[src/hdl/gda_pkg.sv]
// Shared types and constants for the Gregorian date adder.
// Used by the controller, the datapath and the top level; depends on nothing.
`default_nettype none

package gda_pkg;

  localparam int unsigned YEAR_W = 14;
  localparam int unsigned MONTH_W = 4;
  localparam int unsigned DAY_W = 5;
  localparam int unsigned ADD_W = 15;
  localparam int unsigned REM_W = 17;

  // Month codes that the logic tests by name.
  localparam logic [MONTH_W-1:0] MONTH_JAN = 4'd1;
  localparam logic [MONTH_W-1:0] MONTH_FEB = 4'd2;
  localparam logic [MONTH_W-1:0] MONTH_APR = 4'd4;
  localparam logic [MONTH_W-1:0] MONTH_JUN = 4'd6;
  localparam logic [MONTH_W-1:0] MONTH_SEP = 4'd9;
  localparam logic [MONTH_W-1:0] MONTH_NOV = 4'd11;
  localparam logic [MONTH_W-1:0] MONTH_DEC = 4'd12;

  // Leap cycle: the year is reduced modulo 400 once, then tracked.
  localparam logic [YEAR_W-1:0] CYCLE_LEN = 14'd400;
  localparam logic [YEAR_W-1:0] CYCLE_LAST = 14'd399;
  localparam logic [YEAR_W-1:0] CENT_1 = 14'd100;
  localparam logic [YEAR_W-1:0] CENT_2 = 14'd200;
  localparam logic [YEAR_W-1:0] CENT_3 = 14'd300;
  // Highest shift of 400 that still fits under the largest 14-bit year.
  localparam logic [2:0] MOD_SHIFT_TOP = 3'd5;

  typedef struct packed {
    logic [YEAR_W-1:0]  start_year;
    logic [MONTH_W-1:0] start_month;
    logic [DAY_W-1:0]   start_day;
    logic [ADD_W-1:0]   days_to_add;
  } gda_in_t;

  typedef struct packed {
    logic [YEAR_W-1:0]  end_year;
    logic [MONTH_W-1:0] end_month;
    logic [DAY_W-1:0]   end_day;
    logic               error;
  } gda_out_t;

  // Controller to datapath commands.
  typedef struct packed {
    logic load;
    logic mod_step;
    logic sum_step;
    logic walk_init;
    logic walk_step;
    logic out_load;
  } gda_cmd_t;

  // Datapath to controller status.
  typedef struct packed {
    logic month_bad;
    logic mod_last;
    logic sum_done;
    logic walk_fit;
  } gda_status_t;

  // Length of a month in days, given whether the year is a leap year.
  function automatic logic [DAY_W-1:0] days_in(input logic [MONTH_W-1:0] month,
                                               input logic leap);
    logic [DAY_W-1:0] len;
    case (month) inside
      MONTH_FEB: len = leap ? 5'd29 : 5'd28;
      MONTH_APR, MONTH_JUN, MONTH_SEP, MONTH_NOV: len = 5'd30;
      default: len = 5'd31;
    endcase
    return len;
  endfunction

endpackage

`default_nettype wire

[src/hdl/gda_ctrl.sv]
// Controller state machine of the Gregorian date adder.
// Sequences year reduction, month sum and month walk; uses gda_pkg.
`default_nettype none

module gda_ctrl (
  input  wire logic                 clk,
  input  wire logic                 rst,
  input  wire logic                 in_valid,
  output logic                      in_stall,
  output logic                      out_valid,
  input  wire logic                 out_stall,
  input  wire gda_pkg::gda_status_t status,
  output gda_pkg::gda_cmd_t         cmd
);
  import gda_pkg::*;

  typedef enum logic [2:0] {
    IDLE,
    REDUCE,
    SUM,
    WALK,
    FINISH
  } state_t;

  state_t state;
  state_t state_next;
  logic   out_free;

  // The output register can take a result when empty or being drained.
  assign out_free = !out_valid || !out_stall;
  assign in_stall = (state != IDLE);

  // Commands follow from the state and the datapath status.
  always_comb begin
    cmd = '0;
    state_next = state;
    case (state)
      IDLE: begin
        if (in_valid) begin
          cmd.load = 1'b1;
          state_next = REDUCE;
        end
      end
      REDUCE: begin
        if (status.month_bad) begin
          state_next = FINISH;
        end else begin
          cmd.mod_step = 1'b1;
          if (status.mod_last) begin
            state_next = SUM;
          end
        end
      end
      SUM: begin
        if (status.sum_done) begin
          cmd.walk_init = 1'b1;
          state_next = WALK;
        end else begin
          cmd.sum_step = 1'b1;
        end
      end
      WALK: begin
        if (status.walk_fit) begin
          state_next = FINISH;
        end else begin
          cmd.walk_step = 1'b1;
        end
      end
      FINISH: begin
        if (out_free) begin
          cmd.out_load = 1'b1;
          state_next = IDLE;
        end
      end
      default: state_next = IDLE;
    endcase
  end

  // State and the output valid flag.
  always_ff @(posedge clk) begin
    if (rst) begin
      state <= IDLE;
      out_valid <= 1'b0;
    end else begin
      state <= state_next;
      if (cmd.out_load) begin
        out_valid <= 1'b1;
      end else if (!out_stall) begin
        out_valid <= 1'b0;
      end
    end
  end

endmodule

`default_nettype wire

[src/hdl/gda_datapath.sv]
// Datapath of the Gregorian date adder: day remainder, month, year and
// leap-cycle position registers, plus the result register; uses gda_pkg.
`default_nettype none

module gda_datapath (
  input  wire logic                clk,
  input  wire gda_pkg::gda_in_t    in_data,
  input  wire gda_pkg::gda_cmd_t   cmd,
  output gda_pkg::gda_status_t     status,
  output gda_pkg::gda_out_t        out_data
);
  import gda_pkg::*;

  gda_in_t            start;
  logic [REM_W-1:0]   rem;
  logic [MONTH_W-1:0] month;
  logic [YEAR_W:0]    year;
  logic [YEAR_W-1:0]  ymod;
  logic [2:0]         mod_shift;

  logic [YEAR_W-1:0]  mod_sub;
  logic               leap;
  logic [DAY_W-1:0]   len;
  logic               bad;

  // Year position within the 400-year cycle gives the leap rule.
  assign leap = (ymod == '0) ||
                ((ymod[1:0] == 2'b00) && (ymod != CENT_1) && (ymod != CENT_2) &&
                 (ymod != CENT_3));
  assign len = days_in(month, leap);
  assign mod_sub = CYCLE_LEN << mod_shift;

  assign status.month_bad = (start.start_month < MONTH_JAN) ||
                            (start.start_month > MONTH_DEC);
  assign status.mod_last = (mod_shift == '0);
  assign status.sum_done = (month == start.start_month);
  assign status.walk_fit = (rem <= REM_W'(len));

  assign bad = status.month_bad || year[YEAR_W];

  // Working registers.
  always_ff @(posedge clk) begin
    if (cmd.load) begin
      start <= in_data;
      rem <= REM_W'(in_data.start_day) + REM_W'(in_data.days_to_add);
      month <= MONTH_JAN;
      year <= (YEAR_W+1)'(in_data.start_year);
      ymod <= in_data.start_year;
      mod_shift <= MOD_SHIFT_TOP;
    end
    // One restoring step of the year modulo 400.
    if (cmd.mod_step) begin
      if (ymod >= mod_sub) begin
        ymod <= ymod - mod_sub;
      end
      mod_shift <= mod_shift - 3'd1;
    end
    // Add the length of each month before the start month.
    if (cmd.sum_step) begin
      rem <= rem + REM_W'(len);
      month <= month + 4'd1;
    end
    if (cmd.walk_init) begin
      month <= MONTH_JAN;
    end
    // Step past one whole month, rolling into the next year after December.
    if (cmd.walk_step) begin
      rem <= rem - REM_W'(len);
      if (month == MONTH_DEC) begin
        month <= MONTH_JAN;
        year <= year + (YEAR_W+1)'(1);
        ymod <= (ymod == CYCLE_LAST) ? '0 : ymod + YEAR_W'(1);
      end else begin
        month <= month + 4'd1;
      end
    end
  end

  // Result register; an error passes the start date through.
  always_ff @(posedge clk) begin
    if (cmd.out_load) begin
      if (bad) begin
        out_data.end_year <= start.start_year;
        out_data.end_month <= start.start_month;
        out_data.end_day <= start.start_day;
        out_data.error <= 1'b1;
      end else begin
        out_data.end_year <= year[YEAR_W-1:0];
        out_data.end_month <= month;
        out_data.end_day <= rem[DAY_W-1:0];
        out_data.error <= 1'b0;
      end
    end
  end

endmodule

`default_nettype wire

[src/hdl/gregorian_date_add_days.sv]
// Top level of the Gregorian date adder: controller plus datapath.
// Depends on gda_pkg, gda_ctrl and gda_datapath.
//
// Adds a count of days to a Gregorian date. One item is worked at a time:
// after acceptance the year is reduced modulo 400, the lengths of the
// months before the start month are summed at one month per cycle, then
// the date is walked forward one month per cycle until the remainder fits,
// and the result register is loaded once the output register is free. An
// invalid month skips the reduction, sum and walk. A result waits in the
// output register while the next item is accepted and worked. An invalid
// month, or a result year above 16383, sets error and returns the start
// date unchanged.
`default_nettype none

module gregorian_date_add_days (
  input  wire logic             clk,
  input  wire logic             rst,
  input  wire logic             in_valid,
  output logic                  in_stall,
  input  wire gda_pkg::gda_in_t in_data,
  output logic                  out_valid,
  input  wire logic             out_stall,
  output gda_pkg::gda_out_t     out_data
);
  import gda_pkg::*;

  gda_cmd_t    cmd;
  gda_status_t status;

  gda_ctrl u_ctrl (
    .clk       (clk),
    .rst       (rst),
    .in_valid  (in_valid),
    .in_stall  (in_stall),
    .out_valid (out_valid),
    .out_stall (out_stall),
    .status    (status),
    .cmd       (cmd)
  );

  gda_datapath u_datapath (
    .clk      (clk),
    .in_data  (in_data),
    .cmd      (cmd),
    .status   (status),
    .out_data (out_data)
  );

  // An accepted item keeps the block busy in the next cycle.
  a_busy_after_accept: assert property (@(posedge clk) disable iff (rst)
    (in_valid && !in_stall) |=> in_stall)
    else $error("block not busy after an item was accepted");

  // A new result appears only at the end of an item's work.
  a_result_after_work: assert property (@(posedge clk) disable iff (rst)
    $rose(out_valid) |-> $past(in_stall))
    else $error("result appeared without an item in work");

  // A result without error carries a real month.
  a_month_valid: assert property (@(posedge clk) disable iff (rst)
    (out_valid && !out_data.error) |->
      (out_data.end_month >= MONTH_JAN && out_data.end_month <= MONTH_DEC))
    else $error("result month out of range");

endmodule

`default_nettype wire

[config.mk]
export PLATFORM = sky130hd
export DESIGN_NAME = gregorian_date_add_days
export DESIGN_NICKNAME = d
export VERILOG_FILES = /design/src/hdl/gda_pkg.sv /design/src/hdl/gda_ctrl.sv /design/src/hdl/gda_datapath.sv /design/src/hdl/gregorian_date_add_days.sv
export SDC_FILE = /design/constraint.sdc
export NUM_CORES = 1
export LEC_CHECK = 0
export BUFFER_PORTS_ARGS = -buffer_cell sky130_fd_sc_hd__buf_4
export CORE_MARGIN = 8
export CORE_UTILIZATION = 45
export DETAILED_ROUTE_END_ITERATION = 6
export PLACE_DENSITY_LB_ADDON = 0.08
export SETUP_SLACK_MARGIN = 0.1
export SKIP_LAST_GASP = 1
export SYNTH_ARGS = -nofsm -noshare
export SYNTH_HDL_FRONTEND = slang
export SYNTH_HIERARCHICAL = 1
export SYNTH_SLANG_ARGS = --single-unit
[constraint.sdc]
create_clock -name clk -period 5.8 [get_ports clk]
set_input_delay 0.87 -clock clk [delete_from_list [all_inputs] [get_ports clk]]
set_output_delay 0.87 -clock clk [all_outputs]
set_load 0.05 [all_outputs]
==> summary.txt, run 1 <==
Clocking
  – Clock buffer depth: 2
  – Post-CTS setup buffers: 0
  – Clk sinks: 104
  – Hold Buf Count CTS: 0
  – Num CTS Buffers: 9
  – Htree depth: 3
  – CTS Root Cell: clkbuf_16
  – Clock Latency Late Sink: 0.35 ns
  – CTS tree: yes
  – Clk slew on worst S/H paths: 0.07 ns
  – PostCTS Resize Cnt: 0

Power and ir drop
  – Pleak: 2.868 nW
  – Combinational Power Share: 0.323
  – Switching power total: 0.8589 mW
  – Max IR drop VDD: 0.1595 mV
  – Final Power: 2.445 mW
  – Flop pwr share: 0.439
  – P per Cell Area: 326.6 mW/mm^2
  – Internal Power: 1.587 mW
  – Sw Ratio: 0.3512
  – Clk pwr share: 0.238

Synth
  – Synthesized area: 0.006514 mm^2
  – Distinct cell type count after synthesis: 67
  – FF+latch count, synth: 104
  – Avg Cell Area, Syn: 9.766 um^2
  – Warnings from Yosys: 6
  – Async SR Flop Fraction: 0
  – Post-synth top flop: edfxtp_1
  – Syn nets: 743
  – Sequential-to-total area share from yosys stat: 0.4287
  – Post-synth EDFFs: 71
  – Cells after synthesis: 667

Worst hold path
  – HP Class: reg2reg
  – Hold Startpoint: u_datapath/year[12]
  – Worst hold path endpoint: u_datapath/year[12]
  – Worst hold stages: 1

Timing
  – Fin. Hold Viols: 0
  – Total negative slack: 0 ns
  – # setup viols final: 0
  – Pins over their slew limit: 0
  – Min cycle time layout: 5.046 ns
  – Unrepaired setup endpoints after global routing: false
  – Max Fclk: 198.2 MHz
  – Final worst path period share: 0.8700
  – Worst Skew: 0.008233 ns
  – Hold slack: 0.4861 ns
  – Slew HR: 0.1691
  – Worst-Margin Slew: 1.233 ns

Place
  – Final weighted congestion in routability-driven placement: 0.8708
  – Port Buffers: 67
  – Post-DP HPWL: 11700 um

Setup path
  – Reg2reg start: u_datapath/ymod[8]
  – Largest delay share family, worst path: simple AND/OR/NAND/NOR gates
  – Worst reg2reg path depth: 18
  – Worst-path cell chain: or3b_2 -> o21ai_0 -> and3b_1 -> o21ai_0 -> a21oi_1 -> a211oi_1 -> ha_1 -> o21bai_1 -> nand4_1 -> a31oi_1 -> nor3_1 -> nor4bb_4 -> inv_1 -> nor2_1 -> buf_4 -> nor2_1 -> o21ba_2 -> nor3_1
  – Kind of end point of the critical path: flop
  – Setup CP Type: reg2reg
  – CP max FO: 25
  – Critical path startpoint category: flop
  – Worst path buffer plus inverter count: 2
  – Reg-to-Reg End: u_datapath/year[9]
  – Critical path's slowest cell: nor4bb_4
  – CP required: 6.07 ns
  – CP peak stage delay: 0.62 ns
  – Data arrival, critical path: 5.32 ns
  – R2r setup slk: 0.75 ns

Global route
  – Global-route wire length before repair: 26030 um
  – Initial antenna violation count: 0
  – Met2 Use GR: 0.2669
  – GRT Overall Usage: 0.1732
  – Largest net degree at the start of global routing: 48
  – Grt peak-use layer: met2
  – Met1 Use GR: 0.2450
  – Total grt overflow: 0
  – Vias in the first global route: 5105
  – Met3 Use GR: 0.02882

Layout
  – Area Overhead vs Synth: 14.96%
  – Layout cells sized above 1: 0.2000
  – Fillers: 1308
  – Inserted Diodes: 0
  – Nets: 796

Detailed routing
  – DR vias/cell: 5.827
  – Post-route ant nets: 0
  – WL/cell: 17.42 um
  – Vias: 5297
  – Routed Wire Length: 15830 um
  – Pre-antenna DRT Iters: 5
  – Drc violations: 0
  – DR iter-0 viols: 397

Job
  – Max Cap Viol: 0

Floorplan
  – Initial Utilization: 0.4551
  – Die footprint: 0.01858 mm^2
  – Die boundary height: 136.3 um
  – FP Rows: 44
  – Core area: 0.01431 mm^2
  – Die X: 136.3 um
  – I/O Pins: 68

Status
  – Status: complete, no violations
## worst register-to-register path, cell delays in order (launching register included)
cell and delay, ns:
dfxtp_1 0.45, or3b_2 0.50, o21ai_0 0.14, and3b_1 0.16, o21ai_0 0.11, a21oi_1 0.17, a211oi_1 0.08, ha_1 0.23
o21bai_1 0.27, nand4_1 0.22, a31oi_1 0.25, nor3_1 0.13, nor4bb_4 0.62, inv_1 0.44, nor2_1 0.19, buf_4 0.30
nor2_1 0.27, o21ba_2 0.29, nor3_1 0.16
## sequential cells by signal, indices dropped and copies added, names as in the netlist
name,count
u_datapath/out_data,24
u_datapath/start,23
u_datapath/rem,17
u_datapath/year,15
u_datapath/ymod,14
u_datapath/month,4
u_ctrl/state,3
u_datapath/mod_shift,3
u_ctrl/out_valid,1
## metrics by stage
stage               utilization  instances  area (um^2)  worst slack [ns]
floorplan                     -        667         6514             1.626
global placement         0.5035        893         7207            0.9996
detailed placement       0.5035        893         7207            0.7738
CTS                      0.5232        909         7488            0.7639
global route             0.5232        909         7488            0.2148
finish                   0.5232        909         7488            0.7540
## cells in the mapped netlist (3+ instances only)
cell type   n  area (um^2)
mux2_2     31        349.1
fa_1        3        60.06
a221oi_1    5        43.79
inv_1      28        105.1
a21oi_1    33        165.2
xnor2_1    17        148.9
or3_1       6        37.54
a22oi_1     4        30.03
a211oi_1    9        67.56
o221a_2     6        67.56
and4_1      5        43.79
xor2_1     25        219.0
nor2_1     67        251.5
o221ai_1    5        43.79
edfxtp_1   71         2132
o31ai_1     3        22.52
clkbuf_1   28        105.1
o21ai_0    30        150.1
ha_1       31        387.9
mux2i_1    14        140.1
a31oi_1     5        31.28
nor3_1     19        95.09
nand2_1    49        183.9
dfxtp_1    33        660.6
a21o_1      3        22.52
nor2b_1     9        56.30
nand2b_1    5        31.28
buf_2       4        20.02
o22ai_1    15        93.84
nand4_1    10        62.56
o211ai_1   11        82.58
or2_2       4        25.02
and3_1     10        62.56
nand3_1    26        130.1
## kinds of logic (layout without fill, tap and decap cells)
group                    count (synthesis)  count (layout)  share of synthesized area
AND/OR/NAND/NOR                        229             229                     0.1760
adder cells (fa/ha/maj)                 34              34                    0.06877
AO/OA/AOI/OAI                          152             152                     0.1590
XOR/XNOR                                42              42                    0.05647
flip-flops                             104             104                     0.4287
buffers and inverters                   61             119                    0.03592
multiplexers                            45              45                    0.07510
## area by class of cell
class	instances	area (um^2)	area share
clock buffer	10	229.0	0.03058
multi-input combinational	502	3516	0.4695
timing repair buffer	75	563.0	0.07519
clock inverter	6	52.55	0.007018
tap	184	230.2	0.03074
sequential	104	2793	0.3729
inverter	28	105.1	0.01404
## routing by layer
| layer | wire length (um) | vias to the layer above | part of all wire |
|---|---|---|---|
| met4 | 125 | 0 | 0.0079 |
| li1 | - | 2593 | - |
| met1 | 7654 | 2558 | 0.48 |
| met2 | 7186 | 135 | 0.45 |
| met3 | 865 | 11 | 0.055 |
| met5 | 0 | - | 0 |
## cell usage in the layout, fill, tap and decap left out, drive strengths merged, types with 11 or more instances in the layout
cell,n
xnor2,17
buf,75
mux2i,14
nor2,67
nand2,49
o22ai,15
nor3,20
nand3,26
a21oi,33
mux2,31
dfxtp,33
ha,31
xor2,25
inv,30
o211ai,11
o21ai,30
edfxtp,71
## worst max path at each step
stage,start,end,slack [ns],cells past startpoint
2_1_floorplan,u_datapath/ymod[6],u_datapath/month[0],1.63,16
3_3_place_gp,u_datapath/ymod[8],u_datapath/year[3],1.0,18
3_5_place_dp,u_datapath/ymod[8],u_datapath/year[3],0.77,18
4_1_cts,u_datapath/ymod[8],u_datapath/year[9],0.76,18
5_1_grt,u_datapath/ymod[8],u_datapath/year[9],0.21,18
6_report,u_datapath/ymod[8],u_datapath/year[9],0.75,18
## power groups by stage
stage	registers (mW)	clock network (mW)	logic, mW
floorplan	1.03	0	0.631
global placement	1.08	0	0.771
detailed placement	1.08	0	0.788
CTS	1.07	0.603	0.791
global route	1.09	0.630	0.888
finish	1.07	0.581	0.791
(Power assumes the default switching activity.)
==> run 2: changes to the inputs <==
HOLD_SLACK_MARGIN = 0.1   (was unset)
RECOVER_POWER = 50   (was unset)
==> summary.txt, run 2 (synthesis results as in run 1) <==
Global route
  – Global-route wire length before repair: 26030 um (unchanged)
  – GRT Overall Usage: 0.1732 (unchanged)
  – Initial antenna violation count: 0 (unchanged)
  – Total grt overflow: 0 (unchanged)
  – Vias in the first global route: 5105 (unchanged)
  – Largest net degree at the start of global routing: 48 (unchanged)

Timing
  – Max Fclk: 197.3 MHz (-0.46%)
  – Worst Skew: 0.007911 ns (-0.0003222 ns)
  – Min cycle time layout: 5.069 ns (+0.02319 ns)
  – Pins over their slew limit: 0 (unchanged)
  – Final worst path period share: 0.8740 (+0.003998)
  – Worst-Margin Slew: 1.279 ns (+0.04659 ns)
  – Slew HR: 0.1470 (-0.02207)
  – Unrepaired setup endpoints after global routing: false
  – Fin. Hold Viols: 0 (unchanged)
  – # setup viols final: 0 (unchanged)
  – Total negative slack: 0 ns (unchanged)

Floorplan
  – FP Rows: 44 (unchanged)
  – Die footprint: 0.01858 mm^2 (unchanged)
  – Die X: 136.3 um (unchanged)
  – Core area: 0.01431 mm^2 (unchanged)
  – Die boundary height: 136.3 um (unchanged)
  – Initial Utilization: 0.4551 (unchanged)
  – I/O Pins: 68 (unchanged)

Layout
  – Fillers: 1347 (+3.0%)
  – Layout cells sized above 1: 0.1324 (-0.06759)
  – Biggest regs: u_datapath/out_data (24), u_datapath/start (23), u_datapath/rem (17)
  – Commonest non-fill, non-tap cell in the layout: edfxtp_1
  – Non-Filler Instances: 909 (unchanged)
  – Nets: 796 (unchanged)
  – Biggest register: u_datapath/out_data
  – Area Overhead vs Synth: 12.06%
  – Max FFs per register: 24 (unchanged)
  – Commonest cells after routing, fill and taps aside: 71 x edfxtp_1, 67 x nor2_1, 49 x nand2_1
  – Inserted Diodes: 0 (unchanged)

Setup path
  – Kind of end point of the critical path: flop
  – Critical path startpoint category: flop
  – CP max FO: 25 (unchanged)
  – CP peak stage delay: 0.62 ns (about the same)
  – Largest delay share family, worst path: simple AND/OR/NAND/NOR gates
  – Data arrival, critical path: 5.34 ns (+0.02 ns)
  – CP required: 6.07 ns (about the same)
  – Worst path buffer plus inverter count: 2 (unchanged)
  – Setup CP Type: reg2reg
  – Critical path's slowest cell: nor4bb_4
  – Worst-path cell chain: or3b_2 -> o21ai_0 -> and3b_1 -> o21ai_0 -> a21oi_1 -> a211oi_1 -> ha_1 -> o21bai_1 -> nand4_1 -> a31oi_1 -> nor3_1 -> nor4bb_4 -> inv_1 -> nor2_1 -> buf_4 -> nor2_1 -> o21ba_2 -> nor3_1

Clocking
  – Num CTS Buffers: 9 (unchanged)
  – Htree depth: 3 (unchanged)
  – Post-CTS setup buffers: 0 (unchanged)
  – Clk slew on worst S/H paths: 0.07 ns (about the same)
  – Hold Buf Count CTS: 0 (unchanged)
  – CTS tree: yes
  – Clock Latency Late Sink: 0.35 ns (about the same)
  – PostCTS Resize Cnt: 0 (unchanged)
  – Clock buffer depth: 2 (unchanged)
  – CTS Root Cell: clkbuf_16
  – Clk sinks: 104 (unchanged)

Worst hold path
  – HP Class: reg2reg

Detailed routing
  – Post-route ant nets: 0 (unchanged)
  – Pre-antenna DRT Iters: 7 (+2)
  – DR vias/cell: 5.814 (-0.23%)
  – WL/cell: 17.42 um (about the same)
  – Vias: 5285 (-0.23%)
  – Routed Wire Length: 15830 um (about the same)
  – Drc violations: 1 (+1)
  – DR iter-0 viols: 416 (+4.8%)

Power and ir drop
  – Final Power: 2.434 mW (-0.48%)
  – Pleak: 2.699 nW (-5.9%)
  – P per Cell Area: 333.4 mW/mm^2 (+2.1%)
  – Max IR drop VDD: 0.1584 mV (-0.66%)

Place
  – Final weighted congestion in routability-driven placement: 0.8708 (unchanged)
  – Post-DP HPWL: 11700 um (unchanged)
  – Placed cell count: 893 (unchanged)
  – Port Buffers: 67 (unchanged)

Job
  – Max Cap Viol: 0 (unchanged)

Status
  – Status: complete, but fails checks
  – Failing checks: DRC
==> run 2: worst reg2reg max path, stage by stage, from the launching register on <==
cell and delay (ns):
dfxtp_1 0.45, or3b_2 0.50, o21ai_0 0.14, and3b_1 0.16, o21ai_0 0.10, a21oi_1 0.17
a211oi_1 0.08, ha_1 0.23, o21bai_1 0.27, nand4_1 0.22, a31oi_1 0.25, nor3_1 0.13
nor4bb_4 0.62, inv_1 0.45, nor2_1 0.19, buf_4 0.30, nor2_1 0.27, o21ba_2 0.29
nor3_1 0.16
==> run 2: through the flow <==
stage	hold WS (ns)	area, um^2	util	setup slack (ns)
floorplan	0.4383	6514	-	1.626
global placement	0.4722	7207	0.5035	0.9996
detailed placement	0.4837	7207	0.5035	0.7738
CTS	0.4970	7488	0.5232	0.7639
global route	0.5168	7300	0.5100	0.2149
finish	0.4841	7300	0.5100	0.7308
==> run 2: path summary, 6_finish.rpt <==
kind	endpoint	depth (start not counted)	slack, ns	start
setup / recovery	u_datapath/year[9]	18	0.73	u_datapath/ymod[8]
hold / removal	u_ctrl/out_valid	2	0.48	u_ctrl/out_valid
setup reg to reg	u_datapath/year[9]	18	0.73	u_datapath/ymod[8]
hold reg to reg	u_ctrl/out_valid	2	0.48	u_ctrl/out_valid
==> run 2: layout make-up <==
| cell class | count | area [um^2] | share of cell area |
|---|---|---|---|
| Sequential cell | 104 | 2793 | 0.3826 |
| Tap cell | 184 | 230.2 | 0.03154 |
| Clock inverter | 6 | 52.55 | 0.007199 |
| Timing Repair Buffer | 75 | 394.1 | 0.05399 |
| Clock buffer | 10 | 229.0 | 0.03137 |
| Multi-Input combinational cell | 502 | 3496 | 0.4789 |
| Inverter | 28 | 105.1 | 0.01440 |
==> run 2: layer usage <==
layer,up-vias,GRT usage,wire (um)
met4,0,0.04759,133
met2,165,0.2669,7149
li1,2591,-,-
met5,-,0,0
met1,2513,0.2450,7591
met3,16,0.02882,957
==> run 2: where the power goes <==
part / switching (mW) / internal [mW] / total, mW / leakage [nW]
combinational: 0.416 / 0.365 / 0.781 / 1.63
clock: 0.284 / 0.298 / 0.581 / 0.131
sequential: 0.157 / 0.915 / 1.07 / 0.939
total: 0.857 / 1.58 / 2.43 / 2.70
==> run 3: changes to the inputs <==
CORE_ASPECT_RATIO = 0.7   (was unset)
==> summary.txt, run 3 (synthesis results as in run 1) <==
Power and ir drop
  – P per Cell Area: 338.2 mW/mm^2 (+1.4%)
  – Final Power: 2.479 mW (+1.9%)
  – Switching power total: 0.8904 mW (+3.9%)
  – Sw Ratio: 0.3591 (+0.007111)
  – Pleak: 2.713 nW (+0.52%)
  – Max IR drop VDD: 0.1836 mV (+16%)
  – Combinational Power Share: 0.317 (-0.004)
  – Internal Power: 1.589 mW (+0.76%)
  – Flop pwr share: 0.434 (-0.006)
  – Clk pwr share: 0.249 (+0.010)

Setup path
  – Worst path buffer plus inverter count: 3 (+1)
  – Critical path's slowest cell: or3b_2
  – Kind of end point of the critical path: flop
  – CP peak stage delay: 0.50 ns (-0.12 ns)
  – Worst-path cell chain: or3b_2 -> o21ai_0 -> and3b_1 -> o21ai_0 -> a21oi_1 -> a211oi_1 -> ha_1 -> o21bai_1 -> nand4_1 -> a31oi_1 -> nor3_1 -> nor4bb_4 -> buf_4 -> inv_1 -> nor2_1 -> buf_4 -> nor2_1 -> o21ba_2 -> nor3_1
  – Worst reg2reg path depth: 19 (+1)
  – Largest delay share family, worst path: simple AND/OR/NAND/NOR gates
  – Reg-to-Reg End: u_datapath/year[9]
  – Setup CP Type: reg2reg
  – CP required: 6.08 ns (about the same)
  – Data arrival, critical path: 5.25 ns (-0.09 ns)
  – Critical path startpoint category: flop
  – R2r setup slk: 0.83 ns (+0.10 ns)
  – CP max FO: 25 (unchanged)
  – Reg2reg start: u_datapath/ymod[8]

Timing
  – Pins over their slew limit: 44 (+44)
  – Min cycle time layout: 4.969 ns (-0.1005 ns)
  – Slew HR: -0.5237 (-0.6707)
  – Worst-Margin Slew: 2.286 ns (+1.006 ns)
  – Fin. Hold Viols: 0 (unchanged)
  – Total negative slack: 0 ns (unchanged)
  – # setup viols final: 0 (unchanged)
  – Worst Skew: 0.01378 ns (+0.005869 ns)
  – Final worst path period share: 0.8567 (-0.01732)
  – Unrepaired setup endpoints after global routing: false
  – Max Fclk: 201.3 MHz (+2.0%)
  – Setup ws final: 0.8313 ns (+0.1005 ns)
  – Hold slack: 0.4870 ns (+0.002877 ns)

Place
  – Placed cell count: 899 (+0.67%)
  – Post-Place Worst Slack: 1.019 ns (+0.2455 ns)
  – Port Buffers: 67 (unchanged)
  – Post-DP HPWL: 12350 um (+5.6%)
  – Final weighted congestion in routability-driven placement: 0.8779 (+0.82%)
  – DP Area: 0.007214 mm^2 (+0.10%)

Layout
  – Commonest non-fill, non-tap cell in the layout: edfxtp_1
  – Biggest regs: u_datapath/out_data (24), u_datapath/start (23), u_datapath/rem (17)
  – Non-Filler Instances: 915 (+0.66%)
  – Max FFs per register: 24 (unchanged)
  – Layout Utilization: 0.5216 (+0.01167)
  – Area Overhead vs Synth: 12.54%
  – Commonest cells after routing, fill and taps aside: 71 x edfxtp_1, 67 x nor2_1, 49 x nand2_1
  – Biggest register: u_datapath/out_data
  – Layout cells sized above 1: 0.1324 (unchanged)
  – Final instance area: 0.007331 mm^2 (+0.43%)
  – Inserted Diodes: 0 (unchanged)
  – Nets: 796 (unchanged)

Clocking
  – Post-CTS setup buffers: 0 (unchanged)
  – Clock Latency Late Sink: 0.35 ns (about the same)
  – Clock buffer depth: 2 (unchanged)
  – Num CTS Buffers: 9 (unchanged)
  – Clk sinks: 104 (unchanged)
  – Hold Buf Count CTS: 0 (unchanged)
  – Htree depth: 3 (unchanged)
  – Clk slew on worst S/H paths: 0.08 ns (about the same)
  – PostCTS Resize Cnt: 0 (unchanged)
  – CTS tree: yes
  – CTS Root Cell: clkbuf_16

Worst hold path
  – Hold Startpoint: u_ctrl/out_valid
  – HP Class: reg2reg
  – Worst hold path endpoint: u_ctrl/out_valid
  – Worst hold stages: 2 (unchanged)

Detailed routing
  – DR vias/cell: 5.803 (-0.19%)
  – Drc violations: 0 (-1)
  – Vias: 5310 (+0.47%)
  – WL/cell: 18.04 um (+3.6%)
  – Routed Wire Length: 16510 um (+4.3%)
  – Post-route ant nets: 0 (unchanged)
  – DR iter-0 viols: 562 (+35%)
  – Pre-antenna DRT Iters: 5 (-2)

Floorplan
  – Initial Utilization: 0.4635 (+0.008427)
  – Die boundary height: 116.7 um (-14%)
  – Core area: 0.01405 mm^2 (-1.8%)
  – FP Rows: 36 (-18%)
  – Die X: 159.8 um (+17%)
  – Die footprint: 0.01864 mm^2 (+0.33%)
  – I/O Pins: 68 (unchanged)

Global route
  – Global-route wire length before repair: 26260 um (+0.88%)
  – GRT Overall Usage: 0.1741 (+0.0009091)
  – Largest net degree at the start of global routing: 44 (-8.3%)
  – Vias in the first global route: 5023 (-1.6%)
  – Initial antenna violation count: 0 (unchanged)
  – Total grt overflow: 0 (unchanged)

Job
  – Max Cap Viol: 1 (+1)

Status
  – Status: complete, but fails checks
  – Failing checks: capacitance limit, slew limit
[run 3: layout make-up]
type	instances	area (um^2)
clock buffer	9	225.2
clock inverter	7	80.08
fill	1341	6723
inverter	28	105.1
multi-input combinational	502	3496
sequential	104	2793
tap	190	237.7
timing repair buffer	75	394.1
[run 3: per-layer routing]
| layer | global-route usage | up-vias | part of all wire |
|---|---|---|---|
| li1 | - | 2594 | - |
| met1 | 0.2659 | 2520 | 0.53 |
| met2 | 0.2447 | 188 | 0.40 |
| met3 | 0.03873 | 8 | 0.067 |
| met4 | 0.03288 | 0 | 0.0053 |
| met5 | 0 | - | 0 |
[run 3: worst min-delay path, stage by stage (launching register included)]
cell and delay [ns]:
dfxtp_1 0.33, nand2_1 0.06, a21oi_1 0.05
[run 3: how the worst max path moves through the flow]
stage | end | from | cells past startpoint | slack (ns)
floorplan | u_datapath/month[0] | u_datapath/ymod[6] | 16 | 1.63
global placement | u_datapath/year[3] | u_datapath/ymod[8] | 19 | 1.22
detailed placement | u_datapath/year[9] | u_datapath/ymod[8] | 19 | 1.02
CTS | u_datapath/year[9] | u_datapath/ymod[8] | 19 | 0.99
global route | u_datapath/year[9] | u_datapath/ymod[8] | 19 | 0.42
finish | u_datapath/year[9] | u_datapath/ymod[8] | 19 | 0.83
[run 3: power groups by stage]
stage | logic (mW) | registers, mW | clock network, mW
after detailed placement | 0.790 | 1.09 | 0
after floorplan | 0.631 | 1.03 | 0
after global placement | 0.777 | 1.08 | 0
final | 0.787 | 1.08 | 0.617
after CTS | 0.796 | 1.07 | 0.635
after global routing | 0.878 | 1.09 | 0.660
